**config.mk**
```make
export PLATFORM = sky130hd
export DESIGN_NAME = software_timer_bank
export DESIGN_NICKNAME = d
export VERILOG_FILES = /design/src/rtl/stb_pkg.sv /design/src/rtl/stb_cell.sv /design/src/rtl/software_timer_bank.sv
export VERILOG_INCLUDE_DIRS = /design/src /design/src/rtl
export SDC_FILE = /design/constraint.sdc
export NUM_CORES = 1
export LEC_CHECK = 0
export ABC_AREA = 0
export BUFFER_PORTS_ARGS = -buffer_cell sky130_fd_sc_hd__buf_2
export CAP_MARGIN = 20
export CORE_MARGIN = 5
export CORE_UTILIZATION = 55
export CTS_BUF_LIST = sky130_fd_sc_hd__clkbuf_2
export CTS_CLUSTER_DIAMETER = 40
export DETAILED_ROUTE_END_ITERATION = 8
export PLACE_DENSITY_LB_ADDON = 0.05
export SYNTH_ARGS = -nofsm -noshare
export SYNTH_HDL_FRONTEND = slang
export SYNTH_SLANG_ARGS = --single-unit
```
**constraint.sdc**
```tcl
create_clock -name clk -period 7.95 [get_ports clk]
set_clock_uncertainty 0.1 [all_clocks]
set_input_delay 1.1925 -clock clk [delete_from_list [all_inputs] [get_ports clk]]
set_output_delay 1.1925 -clock clk [all_outputs]
set_load 0.005 [all_outputs]
```
**src/rtl/assert_macros.svh**
```systemverilog
// Assertion macros for the timer bank.
`ifndef ASSERT_MACROS_SVH
`define ASSERT_MACROS_SVH

`ifndef NO_ASSERTIONS
`define STB_ASSERT(name, prop) \
  name: assert property (@(posedge clk) disable iff (!rst_n) prop) \
    else $error("timer bank assertion failed");
`define STB_ASSERT_NEXT(name, ante, cons) \
  name: assert property (@(posedge clk) disable iff (!rst_n) (ante) |=> (cons)) \
    else $error("timer bank assertion failed");
`else
`define STB_ASSERT(name, prop)
`define STB_ASSERT_NEXT(name, ante, cons)
`endif

`endif

```
**src/rtl/stb_pkg.sv**
```systemverilog
package stb_pkg;

  localparam int NUM_TIMERS  = 16;
  localparam int COUNT_WIDTH = 32;
  localparam int MAX_RESULTS = 16;
  localparam int IDX_W       = (NUM_TIMERS > 1) ? $clog2(NUM_TIMERS) : 1;
  localparam int NFIRE_W     = $clog2(MAX_RESULTS + 1);

  localparam logic [1:0] ACT_TICK  = 2'd0;
  localparam logic [1:0] ACT_START = 2'd1;
  localparam logic [1:0] ACT_STOP  = 2'd2;

  typedef struct packed {
    logic [1:0]  action;
    logic [3:0]  timer_index;
    logic [31:0] start_count;
  } stb_in_t;

  typedef struct packed {
    logic [3:0] fired_index;
    logic       last_fired;
  } stb_out_t;

  typedef struct packed {
    logic                   en;
    logic [COUNT_WIDTH-1:0] cnt;
  } stb_cell_t;

  typedef struct packed {
    logic                   shift;
    logic                   load;
    logic                   load_cnt;
    logic                   en_val;
    logic [COUNT_WIDTH-1:0] cnt_val;
  } stb_cell_ctl_t;

endpackage

```
**src/rtl/stb_cell.sv**
```systemverilog
module stb_cell (
  input  logic                  clk,
  input  logic                  rst_n,
  input  stb_pkg::stb_cell_ctl_t ctl,
  input  logic                  sel,
  input  stb_pkg::stb_cell_t    prev,
  output stb_pkg::stb_cell_t    cur
);

  logic                            en_r;
  logic                            en_nxt;
  logic [stb_pkg::COUNT_WIDTH-1:0] cnt_r;
  logic [stb_pkg::COUNT_WIDTH-1:0] cnt_nxt;

  always_comb begin
    en_nxt  = en_r;
    cnt_nxt = cnt_r;
    if (ctl.shift) begin
      en_nxt  = prev.en;
      cnt_nxt = prev.cnt;
    end else if (ctl.load && sel) begin
      en_nxt = ctl.en_val;
      if (ctl.load_cnt) begin
        cnt_nxt = ctl.cnt_val;
      end
    end
  end

  always_ff @(posedge clk) begin
    if (!rst_n) begin
      en_r <= 1'b0;
    end else begin
      en_r <= en_nxt;
    end
    cnt_r <= cnt_nxt;
  end

  assign cur.en  = en_r;
  assign cur.cnt = cnt_r;

endmodule

```
**src/rtl/software_timer_bank.sv**
```systemverilog
// Start, stop and unused actions give no beat.
// A tick rotates the cell ring once through all NUM_TIMERS cells in S_TICK, then sends the
// final beat, if any timer fired, in S_FLUSH; out_stall can hold back a beat and stall the ring.
// The bank takes one item at a time and stalls new input until a tick is through.
// Synchronous active-low reset disables every timer; counts are not cleared.
`include "assert_macros.svh"

module software_timer_bank (
  input  logic             clk,
  input  logic             rst_n,
  input  logic             in_valid,
  output logic             in_stall,
  input  stb_pkg::stb_in_t in_data,
  output logic             out_valid,
  input  logic             out_stall,
  output stb_pkg::stb_out_t out_data
);

  typedef enum logic [1:0] {S_IDLE, S_TICK, S_FLUSH} state_t;

  state_t                          state_r;
  logic [stb_pkg::IDX_W-1:0]       slot_r;
  logic [stb_pkg::NFIRE_W-1:0]     nfire_r;
  logic                            pend_v_r;
  logic [3:0]                      pend_idx_r;
  logic                            out_valid_r;
  stb_pkg::stb_out_t               out_data_r;

  stb_pkg::stb_cell_t              cells [stb_pkg::NUM_TIMERS];
  stb_pkg::stb_cell_t              head_nxt;
  stb_pkg::stb_cell_ctl_t          ctl;
  logic [stb_pkg::COUNT_WIDTH-1:0] dec_cnt;
  logic                            fire;
  logic                            need_push;
  logic                            out_free;
  logic                            advance;
  logic                            accept;
  logic                            push_beat;

  assign accept   = in_valid && !in_stall;
  assign in_stall = (state_r != S_IDLE);
  assign out_free = !out_valid_r || !out_stall;

  always_comb begin
    dec_cnt = cells[stb_pkg::NUM_TIMERS-1].cnt;
    if (cells[stb_pkg::NUM_TIMERS-1].en && (dec_cnt != '0)) begin
      dec_cnt = dec_cnt - stb_pkg::COUNT_WIDTH'(1);
    end
    head_nxt.en  = cells[stb_pkg::NUM_TIMERS-1].en;
    head_nxt.cnt = dec_cnt;
  end

  assign fire      = (state_r == S_TICK) && head_nxt.en && (dec_cnt == '0) &&
                     (nfire_r < stb_pkg::NFIRE_W'(stb_pkg::MAX_RESULTS));
  assign need_push = fire && pend_v_r;
  assign advance   = (state_r == S_TICK) && !(need_push && !out_free);
  assign push_beat = (advance && need_push) ||
                     ((state_r == S_FLUSH) && pend_v_r && out_free);

  always_comb begin
    ctl.shift    = advance;
    ctl.load     = accept && (int'(in_data.timer_index) < stb_pkg::NUM_TIMERS) &&
                   ((in_data.action == stb_pkg::ACT_START) ||
                    (in_data.action == stb_pkg::ACT_STOP));
    ctl.load_cnt = (in_data.action == stb_pkg::ACT_START);
    ctl.en_val   = (in_data.action == stb_pkg::ACT_START);
    ctl.cnt_val  = stb_pkg::COUNT_WIDTH'(in_data.start_count);
  end

  for (genvar i = 0; i < stb_pkg::NUM_TIMERS; i++) begin : g_cell
    stb_cell u_cell (
      .clk  (clk),
      .rst_n(rst_n),
      .ctl  (ctl),
      .sel  (int'(in_data.timer_index) == i),
      .prev ((i == 0) ? head_nxt : cells[(i == 0) ? 0 : i-1]),
      .cur  (cells[i])
    );
  end

  always_ff @(posedge clk) begin
    if (!rst_n) begin
      state_r     <= S_IDLE;
      slot_r      <= stb_pkg::IDX_W'(stb_pkg::NUM_TIMERS - 1);
      nfire_r     <= '0;
      pend_v_r    <= 1'b0;
      out_valid_r <= 1'b0;
    end else begin
      if (push_beat) begin
        out_valid_r <= 1'b1;
      end else if (!out_stall) begin
        out_valid_r <= 1'b0;
      end
      case (state_r)
        S_IDLE: begin
          if (accept && (in_data.action == stb_pkg::ACT_TICK)) begin
            state_r <= S_TICK;
            nfire_r <= '0;
          end
        end
        S_TICK: begin
          if (advance) begin
            if (need_push) begin
              out_data_r.fired_index <= pend_idx_r;
              out_data_r.last_fired  <= 1'b0;
            end
            if (fire) begin
              pend_v_r   <= 1'b1;
              pend_idx_r <= 4'(slot_r);
              nfire_r    <= nfire_r + stb_pkg::NFIRE_W'(1);
            end
            if (slot_r == '0) begin
              slot_r  <= stb_pkg::IDX_W'(stb_pkg::NUM_TIMERS - 1);
              state_r <= S_FLUSH;
            end else begin
              slot_r <= slot_r - stb_pkg::IDX_W'(1);
            end
          end
        end
        S_FLUSH: begin
          if (!pend_v_r) begin
            state_r <= S_IDLE;
          end else if (out_free) begin
            out_data_r.fired_index <= pend_idx_r;
            out_data_r.last_fired  <= 1'b1;
            pend_v_r               <= 1'b0;
            state_r                <= S_IDLE;
          end
        end
        default: begin
          state_r <= S_IDLE;
        end
      endcase
    end
  end

  assign out_valid = out_valid_r;
  assign out_data  = out_data_r;

  `STB_ASSERT(a_idle_no_pending, (state_r == S_IDLE) |-> !pend_v_r)
  `STB_ASSERT(a_idle_ring_home, (state_r == S_IDLE) |-> (slot_r == stb_pkg::IDX_W'(stb_pkg::NUM_TIMERS - 1)))
  `STB_ASSERT(a_fire_cap, nfire_r <= stb_pkg::NFIRE_W'(stb_pkg::MAX_RESULTS))
  `STB_ASSERT(a_beat_from_tick, $rose(out_valid_r) |-> ($past(state_r) != S_IDLE))
  `STB_ASSERT_NEXT(a_flush_ends, (state_r == S_FLUSH) && (!pend_v_r || out_free), state_r == S_IDLE)

endmodule
```
; Word level (Yosys, flattened, before mapping)
; Index checks and enable logic that the tools add are counted.
[totals]
reg_bits = 550
latchBits = 0
ram_bits = 0
rom_bits = 0
input_bits = 42
out_inout_bits = 7
word_cells = 246
memories = 0
[classes]
add_sub_neg = 3
multipliers = 0
n_div = 0
n_lt_le_gt_ge = 1
eq_ne = 28
n_shift = 0
muxes = 89
n_bitwise = 0
n_reduce_logical = 85
[ops]
columns = cell, n
row1 = $mux 32, 34
row2 = $reduce_bool 2->1, 20
row3 = $mux 1, 38
row4 = $mux 5, 7
row5 = $reduce_and 2->1, 17
row6 = $eq 4x4->1 const B, 8
row7 = $logic_not 32->1, 1
row8 = $reduce_bool 32->1, 1
row9 = $sub 32x1->32 const B, 1
row10 = $logic_and 1x1->1, 29
row11 = $pmux 5 s2, 2
row12 = $eq 4x3->1 const B, 4
row13 = $ne 2x2->1 const B, 6
row14 = $reduce_and 4->1, 3
row15 = $mux 2, 5
row16 = $eq 4x2->1 const B, 2
row17 = $logic_not 4->1, 2
row18 = $pmux 2 s3, 1
row19 = $reduce_and 6->1, 1
row20 = $add 5x1->5 const B, 1
row21 = $logic_not 1->1, 5
row22 = $lt 5x5->1 const B, 1
row23 = $eq 2x1->1 const B, 2
row24 = $eq 2x2->1 const B, 2
row25 = other kinds (9), 13

; Logic depth before layout (Yosys ltp)
; Gate-level depths: netlist (run 1).
[depth]
depth_word = 13
ltp_mapped = 15
mapped_depth_nobuf = 11

; Modules after synthesis
; A second synthesis (run 1) with hierarchy kept.
[unflattened]
hier_cells = 1517
hier_area_um2 = 27457.6
[modules_own_cells]
columns = mod, instances, cells_per_inst, area_per_inst_um2, seq_area_each_um2
row1 = stb_cell, 16, 75, 1569.0, 980.9
row2 = software_timer_bank, 1, 317, 2353.5, 530.5

; Worst setup path after synthesis (run 1)
; OpenSTA, ideal clock, no wires.
[synth_timing]
path_kind = register to register
from = register g_cell[15].u_cell.cnt_r[0] in the netlist's numbering
to = register g_cell[0].u_cell.cnt_r[0] in the netlist's numbering, enable pin
setup_ps = 658
t_arrival_ps = 4498
t_required_ps = 7192
setup_slack_ps = 2694
path_stages_with_launch = 15
path_buffers = 3
period_less_slack_ps = 5256
cell_sequence = edfxtp_1 inv_1 ha_1 or3b_2 nor2_1 nand4_1 a2111oi_4 nand3_2 nor4_4 a41oi_2 buf_6 buf_12 nand2_2 buf_2 o21ai_0
[synth_between]
elab_chain_cells = 12
word_cells_on_any_way = 14
classes_between = 1 x add/sub / 1 x mux / 12 x reduce/logical
[synth_lines]
columns = item, line
row1 = "start, declared", stb_cell.sv:12  ; logic [stb_pkg::COUNT_WIDTH-1:0] cnt_r;
row2 = "start signal, assigned", stb_cell.sv:35  ; cnt_r <= cnt_nxt;
row3 = branches (longest 2 deep; another with $sub 32x1->32), -
row4 = $mux 32 *, software_timer_bank.sv:46  ; if (cells[stb_pkg::NUM_TIMERS-1].en && (dec_cnt != '0)) begin
row5 = $logic_not 32->1 *, software_timer_bank.sv:53  ; assign fire = (state_r == S_TICK) && head_nxt.en && (dec_cnt == '0) &&
row6 = $logic_and 1x1->1 * (2 in a row), software_timer_bank.sv:53
row7 = $logic_and 1x1->1 *, software_timer_bank.sv:55  ; assign need_push = fire && pend_v_r;
row8 = $logic_and 1x1->1 *, software_timer_bank.sv:56  ; assign advance = (state_r == S_TICK) && !(need_push && !out_free);
row9 = $logic_not 1->1 *, software_timer_bank.sv:56
row10 = $logic_and 1x1->1 *, software_timer_bank.sv:56
row11 = $reduce_bool 2->1 (no source line), -
row12 = $reduce_and 2->1 (no source line) *, -
row13 = "end signal, assigned", stb_cell.sv:35
row14 = "end, declared", stb_cell.sv:12
; Every way passes the cells marked *.
; A chain may end at the register's enable or synchronous reset.

; Worst setup path after layout (run 1)
[layout_timing]
from = register g_cell[15].u_cell.cnt_r[0] in the netlist's numbering
to = register g_cell[10].u_cell.cnt_r[7] in the netlist's numbering, data pin
[layout_between]
elab_chain_cells = 11
word_cells_on_any_way = 12
classes_between = 1 x add/sub / 2 x mux / 9 x reduce/logical
[layout_lines]
columns = item, line
row1 = branches (longest 2 deep; another with $sub 32x1->32), -
row2 = $mux 32 *, software_timer_bank.sv:46
row3 = $logic_not 32->1 *, software_timer_bank.sv:53
row4 = $logic_and 1x1->1 * (2 in a row), software_timer_bank.sv:53
row5 = $logic_and 1x1->1 *, software_timer_bank.sv:55
row6 = $logic_and 1x1->1 *, software_timer_bank.sv:56
row7 = $logic_not 1->1 *, software_timer_bank.sv:56
row8 = $logic_and 1x1->1 *, software_timer_bank.sv:56
row9 = $mux 32 *, stb_cell.sv:18  ; if (ctl.shift) begin
row10 = "net g_cell[10].u_cell.cnt_nxt, one bit", stb_cell.sv:13  ; logic [stb_pkg::COUNT_WIDTH-1:0] cnt_nxt;
row11 = "end signal, assigned", stb_cell.sv:35
row12 = "end, declared", stb_cell.sv:12
; Mark *: on every way through the listed nets, which the timed path passes.

==> results.sh, run 1 <==
export IMPL_synth_cells=1596
export IMPL_cp_max_fo=103
export IMPL_cts_max_level=4
export IMPL_postSynthAreaPerCell_um2=14.9
export IMPL_drive_gt1_share_pct=20.4
export IMPL_p_per_area_nw_per_um2=222
export IMPL_utilization_pct=59.8
export IMPL_place_area_um2=24500
export IMPL_cp_required_ns=8.81
export IMPL_antenna_found_initial=2
export IMPL_cts_max_path_buffers=3
export IMPL_slew_viol_final=0
export IMPL_synth_seq_cells=550
export IMPL_leakagePower_nw=11.0
export IMPL_arrival_ns=6.96
export IMPL_synth_xor_area_share_pct=0.735
export IMPL_grt_pass1_vias=14200
export IMPL_critical_path_endpoint_type="flop"
export IMPL_num_vias=14100
export IMPL_die_area_um2=47600
export IMPL_ys_top_cells_by_area="edfxtp_1 (66%), a21o_1 (16%), dfxtp_1 (2.4%)"
export IMPL_wl_per_cell_um=22.9
export IMPL_ios=49
export IMPL_port_buffers=48
export IMPL_hold_class="in2reg"
export IMPL_netlist_area_um2=23800
export IMPL_ctsHoldBuffers=2
export IMPL_first_pass_iters=5
export IMPL_path_clk_slew_ns=0.10
export IMPL_synth_compound_area_share_pct=22.0
export IMPL_core_area_um2=43000
export IMPL_ant_nets=0
export IMPL_reg2reg_slack_ns=1.85
export IMPL_drv_cap=0
export IMPL_p_total_w=0.00572
export IMPL_timing_final_crit_period_ns=6.10
export IMPL_overflow=0
export IMPL_setup_tns_ns=0
export IMPL_yosysMostFrequentCell="edfxtp_1"
export IMPL_max_freq_mhz=164
export IMPL_synth_adder_area_share_pct=0.315
export IMPL_die_h_um=218
export IMPL_synth_ff_type="edfxtp_1"
export IMPL_setup_viol=0
export IMPL_syn_nets=1644
export IMPL_gp_congestion=0.851
export IMPL_synth_edf_count=521
export IMPL_synth_top_cell_by_area="edfxtp_1"
export IMPL_area_growth_pct=7.80
export IMPL_yosysSeqAreaShare_pct=68.0
export IMPL_run_status="complete, no violations"
export IMPL_cp_start_kind="flop"
export IMPL_cts_tree="done"
export IMPL_seq_area_um2=16200
export IMPL_vias_per_cell=5.92
export IMPL_grt_pass1_wl_mm=84.6
export IMPL_hpwl_mm=31.9
export IMPL_synth_top_family_by_area="compound AO/OA/AOI/OAI gates"
export IMPL_drc_errors=0
export IMPL_nets=1745
export IMPL_cts_buffers=145
export IMPL_hold_viol_final=0
export IMPL_cts_num_sinks=550
export IMPL_fp_row_count=76
export IMPL_muxShareOfSynthArea_pct=0.467
export IMPL_clkLatencyLatePin_ns=1.27
export IMPL_holdWs_ns=0.269
export IMPL_post_cts_resize_count=0
export IMPL_multi_input_area_um2=6950
export IMPL_fp_dieW_um=218
export IMPL_synthTopCellsByCount="edfxtp_1 (521), a21o_1 (502), buf_2 (59)"
export IMPL_tightest_slew_ns=0.931
export IMPL_post_cts_setup_buffers=0
export IMPL_grt_usage_pct=23.3
export IMPL_fin_area_um2=25700
export IMPL_grt_max_degree=183
export IMPL_period_share_pct=76.7
export IMPL_start_util_pct=55.5
export IMPL_async_flop_share_pct=0
export IMPL_fill_cells=3491
export IMPL_clockRootBuffer="clkbuf_2"
export IMPL_drt_iter0_markers=1220
export IMPL_max_vdd_ir_drop_mv=0.162
export IMPL_ys_warn_count=0
export IMPL_path_class="reg2reg"
export IMPL_yosysUniqueCellTypes=73
export IMPL_worst_slew_margin_rel_pct=37.3
export IMPL_drt_total_wl_mm=54.5
export IMPL_yosys_area_top_type_share_pct=65.6
export IMPL_rsz0062_at_grt="false"
export IMPL_yosys_area_share_simple_pct=4.81
per-stage QoR:
step	instances	setup WS [ns]
floorplan	1596	2.69
global placement	2133	2.03
detailed placement	2133	2.08
CTS	2378	2.03
global route	2382	1.55
finish	2384	1.85
registers in the layout, summed over array words and instances (netlist names):
name / flops
nfire_r: 5
pend_idx_r: 4
g_cell.u_cell.cnt_r: 512
g_cell.u_cell.en_r: 16
pend_v_r: 1
out_data: 5
slot_r: 4
out_valid: 1
state_r: 2
power by group:
| part | internal (W) | leakage [nW] | switching [W] |
|---|---|---|---|
| Combinational | 0.000183 | 5.00 | 0.000295 |
| Sequential | 0.00333 | 5.01 | 0.0000444 |
| Clock | 0.000732 | 0.956 | 0.00114 |
logic make-up (layout without fill, tap and decap cells):
logic type	count (synthesis)	after routing
AO/OA/AOI/OAI	663	663
buffers and inverters	137	334
XOR/XNOR	20	20
AND/OR/NAND/NOR	209	209
adder cells (fa/ha/maj)	6	6
flip-flops	550	550
other	0	6
multiplexers	11	11
critical path: stages (launching register included):
cell and delay (ns):
edfxtp_1 0.51, inv_1 0.13, ha_1 0.21, or3b_2 0.50, nor2_1 0.58, nand4_1 0.63
a2111oi_4 0.57, nand3_2 0.14, nor4_4 0.41, a41o_1 0.78, nor2_4 0.33, buf_12 0.31
buf_4 0.30, a21o_1 0.20
metal layers:
layer	vias up	track usage, %	share of wire [%]
li1	6472	-	-
met5	-	0	0
met2	374	34.3	45
met3	82	5.51	4.5
met1	7187	35.0	49
met4	0	6.97	1.9
cell usage in the layout (no fill, tap or decap), drive strengths merged, types with 8 or more instances in the layout:
cell type  Yosys  routed
nor2          41      41
buf           97      75
o31ai          8       8
edfxtp       521     521
nand2         34      34
xnor2         14      14
o21ai         39      39
a211oi        12      12
inv           14      21
a21boi        32      32
clkbuf        26     209
dfxtp         29      29
nor3          37      37
or4           10      10
nand4         11      11
clkinv         0      23
a21oi         21      21
a21o         502     502
mux2i         10      10
nand3         18      18
nor4          20      20
o21bai        12      12
path summary, 6_finish.rpt:
path,start,end,cells past startpoint
min reg2reg,pend_idx_r[2],out_data[3],0
max reg2reg,g_cell[15].u_cell.cnt_r[0],g_cell[10].u_cell.cnt_r[7],13
max,g_cell[15].u_cell.cnt_r[0],g_cell[10].u_cell.cnt_r[7],13
min,in_valid,nfire_r[3],4
final cells by class:
class,count,area share [%]
multi-input cells,909,27.0
flip-flops and latches,550,63.1
clock inverters,34,0.657
clock buffers,209,4.07
diodes,6,0.0584
inverters,14,0.204
well taps,585,2.85
repair buffers,77,2.00
Power figures use the tool's default switching activity.
==> inputs of run 2 (changes only) <==
clock period = 5.9 ns   (was 7.95 ns; I/O delays follow)
==> run 2 against run 1 <==
  * Die area is the same
  * Non-clock buffer count up 50
  * Critical path depth is 1 lower
  * Final area is 2.1% higher
  * Flip-flop and latch count unchanged
  * Utilization up 1.3 points
  * Sequential share of layout area is 1.3 points lower
  * Clock-buffer cell count is 1 lower
==> results.sh, run 2 (synthesis gave the netlist of run 1 again) <==
export IMPL_crit_chain="inv_1 -> ha_1 -> or3b_2 -> nor2_1 -> nand4_1 -> a2111oi_4 -> nand3_2 -> nor4_4 -> a41oi_4 -> buf_12 -> a21boi_2 -> a21o_1"
export IMPL_r2r_end="g_cell[15].u_cell.cnt_r[1]"
export IMPL_slowest_delay_ns=0.83
export IMPL_cts_tree="done"
export IMPL_largest_register="g_cell.u_cell.cnt_r"
export IMPL_grt_max_degree=141
export IMPL_post_cts_resize_count=0
export IMPL_max_vdd_ir_drop_mv=0.169
export IMPL_utilization_pct=61.1
export IMPL_clockRootBuffer="clkbuf_2"
export IMPL_cp_num_buf_inv=2
export IMPL_die_area_um2=47600
export IMPL_wl_per_cell_um=23.6
export IMPL_drc_errors=0
export IMPL_grt_pass1_vias=14700
export IMPL_hold_path_startpoint="in_data[36]"
export IMPL_fp_dieW_um=218
export IMPL_period_share_pct=90.3
export IMPL_top_regs="g_cell.u_cell.cnt_r x512, g_cell.u_cell.en_r x16"
export IMPL_cp_required_ns=6.86
export IMPL_drive_gt1_share_pct=20.4
export IMPL_max_freq_mhz=188
export IMPL_grt_pass1_wl_mm=88.2
export IMPL_run_status="complete, no violations"
export IMPL_tightest_slew_ns=1.03
export IMPL_path_clk_slew_ns=0.10
export IMPL_setup_tns_ns=0
export IMPL_gp_congestion=0.913
export IMPL_post_cts_setup_buffers=0
export IMPL_final_common_cell="edfxtp_1"
export IMPL_port_buffers=48
export IMPL_path_class="reg2reg"
export IMPL_dp_cells=2147
export IMPL_leakagePower_nw=11.2
export IMPL_critical_path_endpoint_type="flop"
export IMPL_worst_slew_margin_rel_pct=30.8
export IMPL_grt_usage_pct=24.6
export IMPL_fp_row_count=76
export IMPL_setup_viol=0
export IMPL_final_cell_mix="edfxtp_1 (521), a21o_1 (502), clkbuf_2 (208), buf_2 (48), nor2_1 (40)"
export IMPL_ant_nets=0
export IMPL_nets=1795
export IMPL_rsz0062_at_grt="false"
export IMPL_cts_buffers=145
export IMPL_hold_viol_final=0
export IMPL_slew_viol_final=0
export IMPL_cts_num_sinks=550
export IMPL_rr_startpoint="g_cell[15].u_cell.cnt_r[0]"
export IMPL_p_per_area_nw_per_um2=303
export IMPL_critPathTopFamily="simple AND/OR/NAND/NOR gates"
export IMPL_vias_per_cell=5.94
export IMPL_cts_max_path_buffers=3
export IMPL_seq_area_um2=16200
export IMPL_cp_start_kind="flop"
export IMPL_worstHoldEndpoint="state_r[0]"
export IMPL_hold_depth=7
export IMPL_area_growth_pct=10.1
export IMPL_ios=49
export IMPL_core_area_um2=43000
export IMPL_drv_cap=0
export IMPL_slowest_stage="a21boi_2"
export IMPL_cp_max_fo=42
export IMPL_multi_input_area_um2=6950
export IMPL_drt_iter0_markers=1296
export IMPL_reg2regPathDepth=12
export IMPL_start_util_pct=55.5
export IMPL_largest_reg_flops=512
export IMPL_stdcell_count=2422
export IMPL_arrival_ns=6.28
export IMPL_cts_max_level=4
export IMPL_fill_cells=3460
export IMPL_num_vias=14400
export IMPL_first_pass_iters=5
export IMPL_clkLatencyLatePin_ns=1.29
export IMPL_die_h_um=218
export IMPL_timing_final_crit_period_ns=5.33
export IMPL_antenna_found_initial=3
export IMPL_reg2reg_slack_ns=0.57
export IMPL_hold_class="in2reg"
export IMPL_overflow=0
export IMPL_drt_total_wl_mm=57.0
export IMPL_hpwl_mm=34.1
## run 2: changes by cell type in the layout (fill, tap and decap cells not counted), moves of 3 or more
cell	change
bufinv_16	+5
dlygate4sd3_1	+36
buf_4	+14
diode_2	-4
clkinv_1	-4
inv_2	-4
clkinvlp_4	-3
## run 2: layer usage
| metal | share of wire (%) | wire, um | up-vias | GRT usage [%] |
|---|---|---|---|---|
| met5 | 0.012 | 7 | - | 0 |
| met4 | 2.7 | 1530 | 2 | 9.13 |
| met3 | 5.7 | 3230 | 91 | 6.14 |
| met2 | 46 | 26000 | 467 | 36.4 |
| met1 | 46 | 26300 | 7262 | 35.6 |
| li1 | - | - | 6553 | - |
## run 2: worst reg2reg max path: stages (launching register included)
cell and delay [ns]:
edfxtp_1 0.50, inv_1 0.13, ha_1 0.21, or3b_2 0.50
nor2_1 0.55, nand4_1 0.55, a2111oi_4 0.46, nand3_2 0.13
nor4_4 0.41, a41oi_4 0.19, buf_12 0.29, a21boi_2 0.90
a21o_1 0.22
## run 2: worst max path at each step
stage	startpoint	endpoint	slack, ns	cells after the start
2_1_floorplan	g_cell[15].u_cell.cnt_r[0]	g_cell[0].u_cell.cnt_r[0]	0.64	14
3_3_place_gp	g_cell[15].u_cell.cnt_r[0]	g_cell[10].u_cell.cnt_r[23]	0.70	14
3_5_place_dp	g_cell[15].u_cell.cnt_r[0]	g_cell[10].u_cell.cnt_r[23]	0.69	13
4_1_cts	g_cell[15].u_cell.cnt_r[0]	g_cell[10].u_cell.cnt_r[26]	0.64	13
5_1_grt	g_cell[15].u_cell.cnt_r[0]	g_cell[15].u_cell.cnt_r[1]	0.29	12
6_report	g_cell[15].u_cell.cnt_r[0]	g_cell[15].u_cell.cnt_r[1]	0.57	12
## run 2: cell type report
cell class              instances  share of cell area (%)
flip-flops and latches        550                    61.8
multi-input cells             909                    26.5
clock inverters                27                    1.01
inverters                      14                   0.200
clock buffers                 208                    3.97
repair buffers                127                    3.73
diodes                          2                  0.0191
well taps                     585                    2.79
## run 2: report_power, final
group | total [W] | internal, W | switching [W]
logic | 0.000685 | 0.000267 | 0.000418
registers | 0.00454 | 0.00448 | 0.0000603
clock network | 0.00273 | 0.00119 | 0.00154
## run 2: stage by stage
| stage | total power (W) | cell area [um^2] | setup slack (ns) | hold slack [ns] |
|---|---|---|---|---|
| after floorplan | 0.00510 | 23800 | 0.644 | 0.300 |
| after global placement | 0.00529 | 24600 | 0.697 | 0.302 |
| after detailed placement | 0.00530 | 24600 | 0.687 | 0.305 |
| after CTS | 0.00806 | 26200 | 0.641 | 0.00796 |
| after global routing | 0.00838 | 26300 | 0.290 | 0.0994 |
| final | 0.00796 | 26300 | 0.572 | 0.194 |
## run 2: timing repair
action,in CTS,in global routing
endpoints found under the hold margin,420,0
endpoints found under the setup margin,0,0
hold buffers,38,0
==> inputs of run 3 (changes only) <==
BUFFER_PORTS_ARGS = not set   (was -buffer_cell sky130_fd_sc_hd__buf_2)
CELL_PAD_IN_SITES_DETAIL_PLACEMENT = 1   (was not set)
CELL_PAD_IN_SITES_GLOBAL_PLACEMENT = 2   (was not set)
CORE_UTILIZATION = 49   (was 55)
DONT_BUFFER_PORTS = 1   (was not set)
GPL_TIMING_DRIVEN = 0   (was not set)
==> run 3 against run 2 <==
  * Die area grew 12%
  * Critical path depth grew 2
  * Hold slack gained 0.032 ns
  * Sequential power is essentially flat
  * Register-to-register slack lost 0.32 ns
  * Combinational power grew 14%
  * Critical endpoint is now g_cell[14].u_cell.cnt_r[19]
==> results.sh, run 3 (synthesis gave the netlist of run 1 again) <==
export IMPL_crit_cells=14
export IMPL_seqPwrFrac_pct=55.7
export IMPL_holdWs_ns=0.227
export IMPL_cp_start_kind="flop"
export IMPL_antenna_found_initial=5
export IMPL_cp_num_buf_inv=5
export IMPL_hold_depth=6
export IMPL_worst_slew_margin_rel_pct=23.9
export IMPL_cts_tree="done"
export IMPL_clockRootBuffer="clkbuf_2"
export IMPL_core_area_um2=47900
export IMPL_grt_pass1_vias=15800
export IMPL_tightest_slew_ns=1.14
export IMPL_hold_path_startpoint="in_valid"
export IMPL_drc_errors=0
export IMPL_met3_usage_pct=5.48
export IMPL_gp_congestion=0.883
export IMPL_fin_area_um2=27200
export IMPL_cts_max_path_buffers=3
export IMPL_critPathTopFamily="simple AND/OR/NAND/NOR gates"
export IMPL_wl_per_cell_um=25.9
export IMPL_ios=49
export IMPL_critical_path_endpoint_type="flop"
export IMPL_top_regs="g_cell.u_cell.cnt_r x512, g_cell.u_cell.en_r x16"
export IMPL_place_area_um2=25200
export IMPL_vias_per_cell=5.86
export IMPL_die_h_um=231
export IMPL_drive_gt1_share_pct=21.8
export IMPL_slew_viol_final=0
export IMPL_hold_viol_final=0
export IMPL_pre_cts_ws_ns=-0.154
export IMPL_p_sw_share_pct=26.1
export IMPL_run_status="complete, no violations"
export IMPL_port_buffers=0
export IMPL_cp_required_ns=6.85
export IMPL_p_per_area_nw_per_um2=300
export IMPL_grt_usage_pct=25.0
export IMPL_final_cell_mix="edfxtp_1 (521), a21o_1 (502), clkbuf_2 (218), buf_2 (59), dlygate4sd3_1 (45)"
export IMPL_rr_startpoint="g_cell[15].u_cell.cnt_r[16]"
export IMPL_largest_reg_flops=512
export IMPL_leakagePower_nw=11.7
export IMPL_slowest_stage="or4_4"
export IMPL_layout_setup_ws_ns=0.247
export IMPL_ant_nets=0
export IMPL_worstHoldEndpoint="g_cell[0].u_cell.en_r"
export IMPL_drt_total_wl_mm=65.6
export IMPL_area_growth_pct=13.9
export IMPL_reg2regPathDepth=14
export IMPL_first_pass_iters=5
export IMPL_p_switching_w=0.00213
export IMPL_fp_row_count=80
export IMPL_hold_class="in2reg"
export IMPL_largest_register="g_cell.u_cell.cnt_r"
export IMPL_busiest_layer="met2"
export IMPL_rsz0062_at_grt="false"
export IMPL_setup_viol=0
export IMPL_timing_final_crit_period_ns=5.65
export IMPL_start_util_pct=49.7
export IMPL_path_clk_slew_ns=0.09
export IMPL_combPwrFrac_pct=9.6
export IMPL_grtUsageMet1_pct=35.4
export IMPL_period_share_pct=95.8
export IMPL_path_class="reg2reg"
export IMPL_final_common_cell="edfxtp_1"
export IMPL_die_area_um2=53200
export IMPL_p_total_w=0.00816
export IMPL_grt_max_degree=29
export IMPL_grt_pass1_wl_mm=98.9
export IMPL_num_vias=14900
export IMPL_max_vdd_ir_drop_mv=0.148
export IMPL_fp_dieW_um=231
export IMPL_gr_usage_met2_pct=38.3
export IMPL_drt_iter0_markers=967
export IMPL_hpwl_mm=47.1
export IMPL_nets=1859
export IMPL_p_clk_share_pct=34.7
export IMPL_clkLatencyLatePin_ns=1.33
export IMPL_r2r_end="g_cell[14].u_cell.cnt_r[19]"
export IMPL_arrival_ns=6.60
export IMPL_max_freq_mhz=177
export IMPL_crit_chain="or4_4 -> or4_1 -> clkbuf_1 -> a2111oi_0 -> xor2_1 -> nand2b_1 -> nor4_4 -> a41oi_2 -> buf_6 -> buf_12 -> nand2_2 -> buf_2 -> o21ai_4 -> buf_16"
export IMPL_cts_buffers=146
export IMPL_cp_max_fo=17
export IMPL_intPower_w=0.00603
export IMPL_drv_cap=0
export IMPL_cts_max_level=4
export IMPL_cts_num_sinks=550
export IMPL_reg2reg_slack_ns=0.25
export IMPL_slowest_delay_ns=0.58
export IMPL_overflow=0
[run 3: cell count changes in the layout (fill, tap and decap cells not counted), moves of 3 or more]
cell,change
dlygate4sd3_1,+7
diode_2,+5
buf_2,+11
clkinv_1,+7
clkbuf_2,+10
buf_16,+10
buf_1,+3
buf_6,+33
clkbuf_1,+26
buf_12,+4
buf_4,-34
[run 3: area by class of cell]
type                            instances  area [um^2]
Sequential cell                       550        16200
Clock inverter                         35          295
Multi-Input combinational cell        909         6990
Inverter                               14         52.6
Buffer                                123          816
Fill cell                            4652        20800
Antenna cell                            7         17.5
Tap cell                              615          769
Timing Repair Buffer                   67          903
Clock buffer                          217         1090
[run 3: power groups by stage]
stage	logic [W]	registers (W)	clock network, W
2_1_floorplan	0.000483	0.00462	0
5_1_grt	0.000843	0.00455	0.00316
6_report	0.000782	0.00454	0.00283
3_3_place_gp	0.000682	0.00465	0
4_1_cts	0.000783	0.00454	0.00293
3_5_place_dp	0.000753	0.00463	0
[run 3: worst max-delay path by stage]
stage / slack (ns) / to / startpoint
after global placement: -2.20 / g_cell[0].u_cell.cnt_r[12] / g_cell[15].u_cell.cnt_r[0]
after CTS: 0.01 / g_cell[10].u_cell.cnt_r[26] / g_cell[15].u_cell.cnt_r[0]
after global routing: 0.01 / g_cell[10].u_cell.cnt_r[23] / g_cell[15].u_cell.cnt_r[16]
final: 0.25 / g_cell[14].u_cell.cnt_r[19] / g_cell[15].u_cell.cnt_r[16]
after detailed placement: -0.15 / g_cell[10].u_cell.cnt_r[2] / g_cell[15].u_cell.cnt_r[0]
after floorplan: 0.64 / g_cell[0].u_cell.cnt_r[0] / g_cell[15].u_cell.cnt_r[0]
[run 3: through the flow]
| step | utilization [%] | cells | setup TNS, ns |
|---|---|---|---|
| after floorplan | - | 1596 | 0 |
| after global placement | 51.3 | 2211 | -961.01 |
| after detailed placement | 52.6 | 2228 | -20.54 |
| after CTS | 56.4 | 2525 | 0 |
| after global routing | 56.6 | 2534 | 0 |
| final | 56.6 | 2537 | 0 |
[run 3: repair_timing]
item,4_1_cts,5_1_grt
endpoints found under the hold margin,514,0
buffers inserted,0,3
hold buffers,45,0
pin swaps,0,1
resized for setup,3,5
endpoints found under the setup margin,229,269
[run 3: worst reg2reg max path, cell delays in order (launching register included)]
cell and delay (ns):
edfxtp_1 0.56, or4_4 0.58, or4_1 0.41, clkbuf_1 0.23
a2111oi_0 0.53, xor2_1 0.36, nand2b_1 0.28, nor4_4 0.43
a41oi_2 0.17, buf_6 0.21, buf_12 0.20, nand2_2 0.21
buf_2 0.50, o21ai_4 0.34, buf_16 0.26
[run 3: per-layer routing]
layer  up-vias  wire length, um
met5         -                0
met4         0             1510
met3       103             3850
met2       436            30100
met1      7622            30200
li1       6706                -
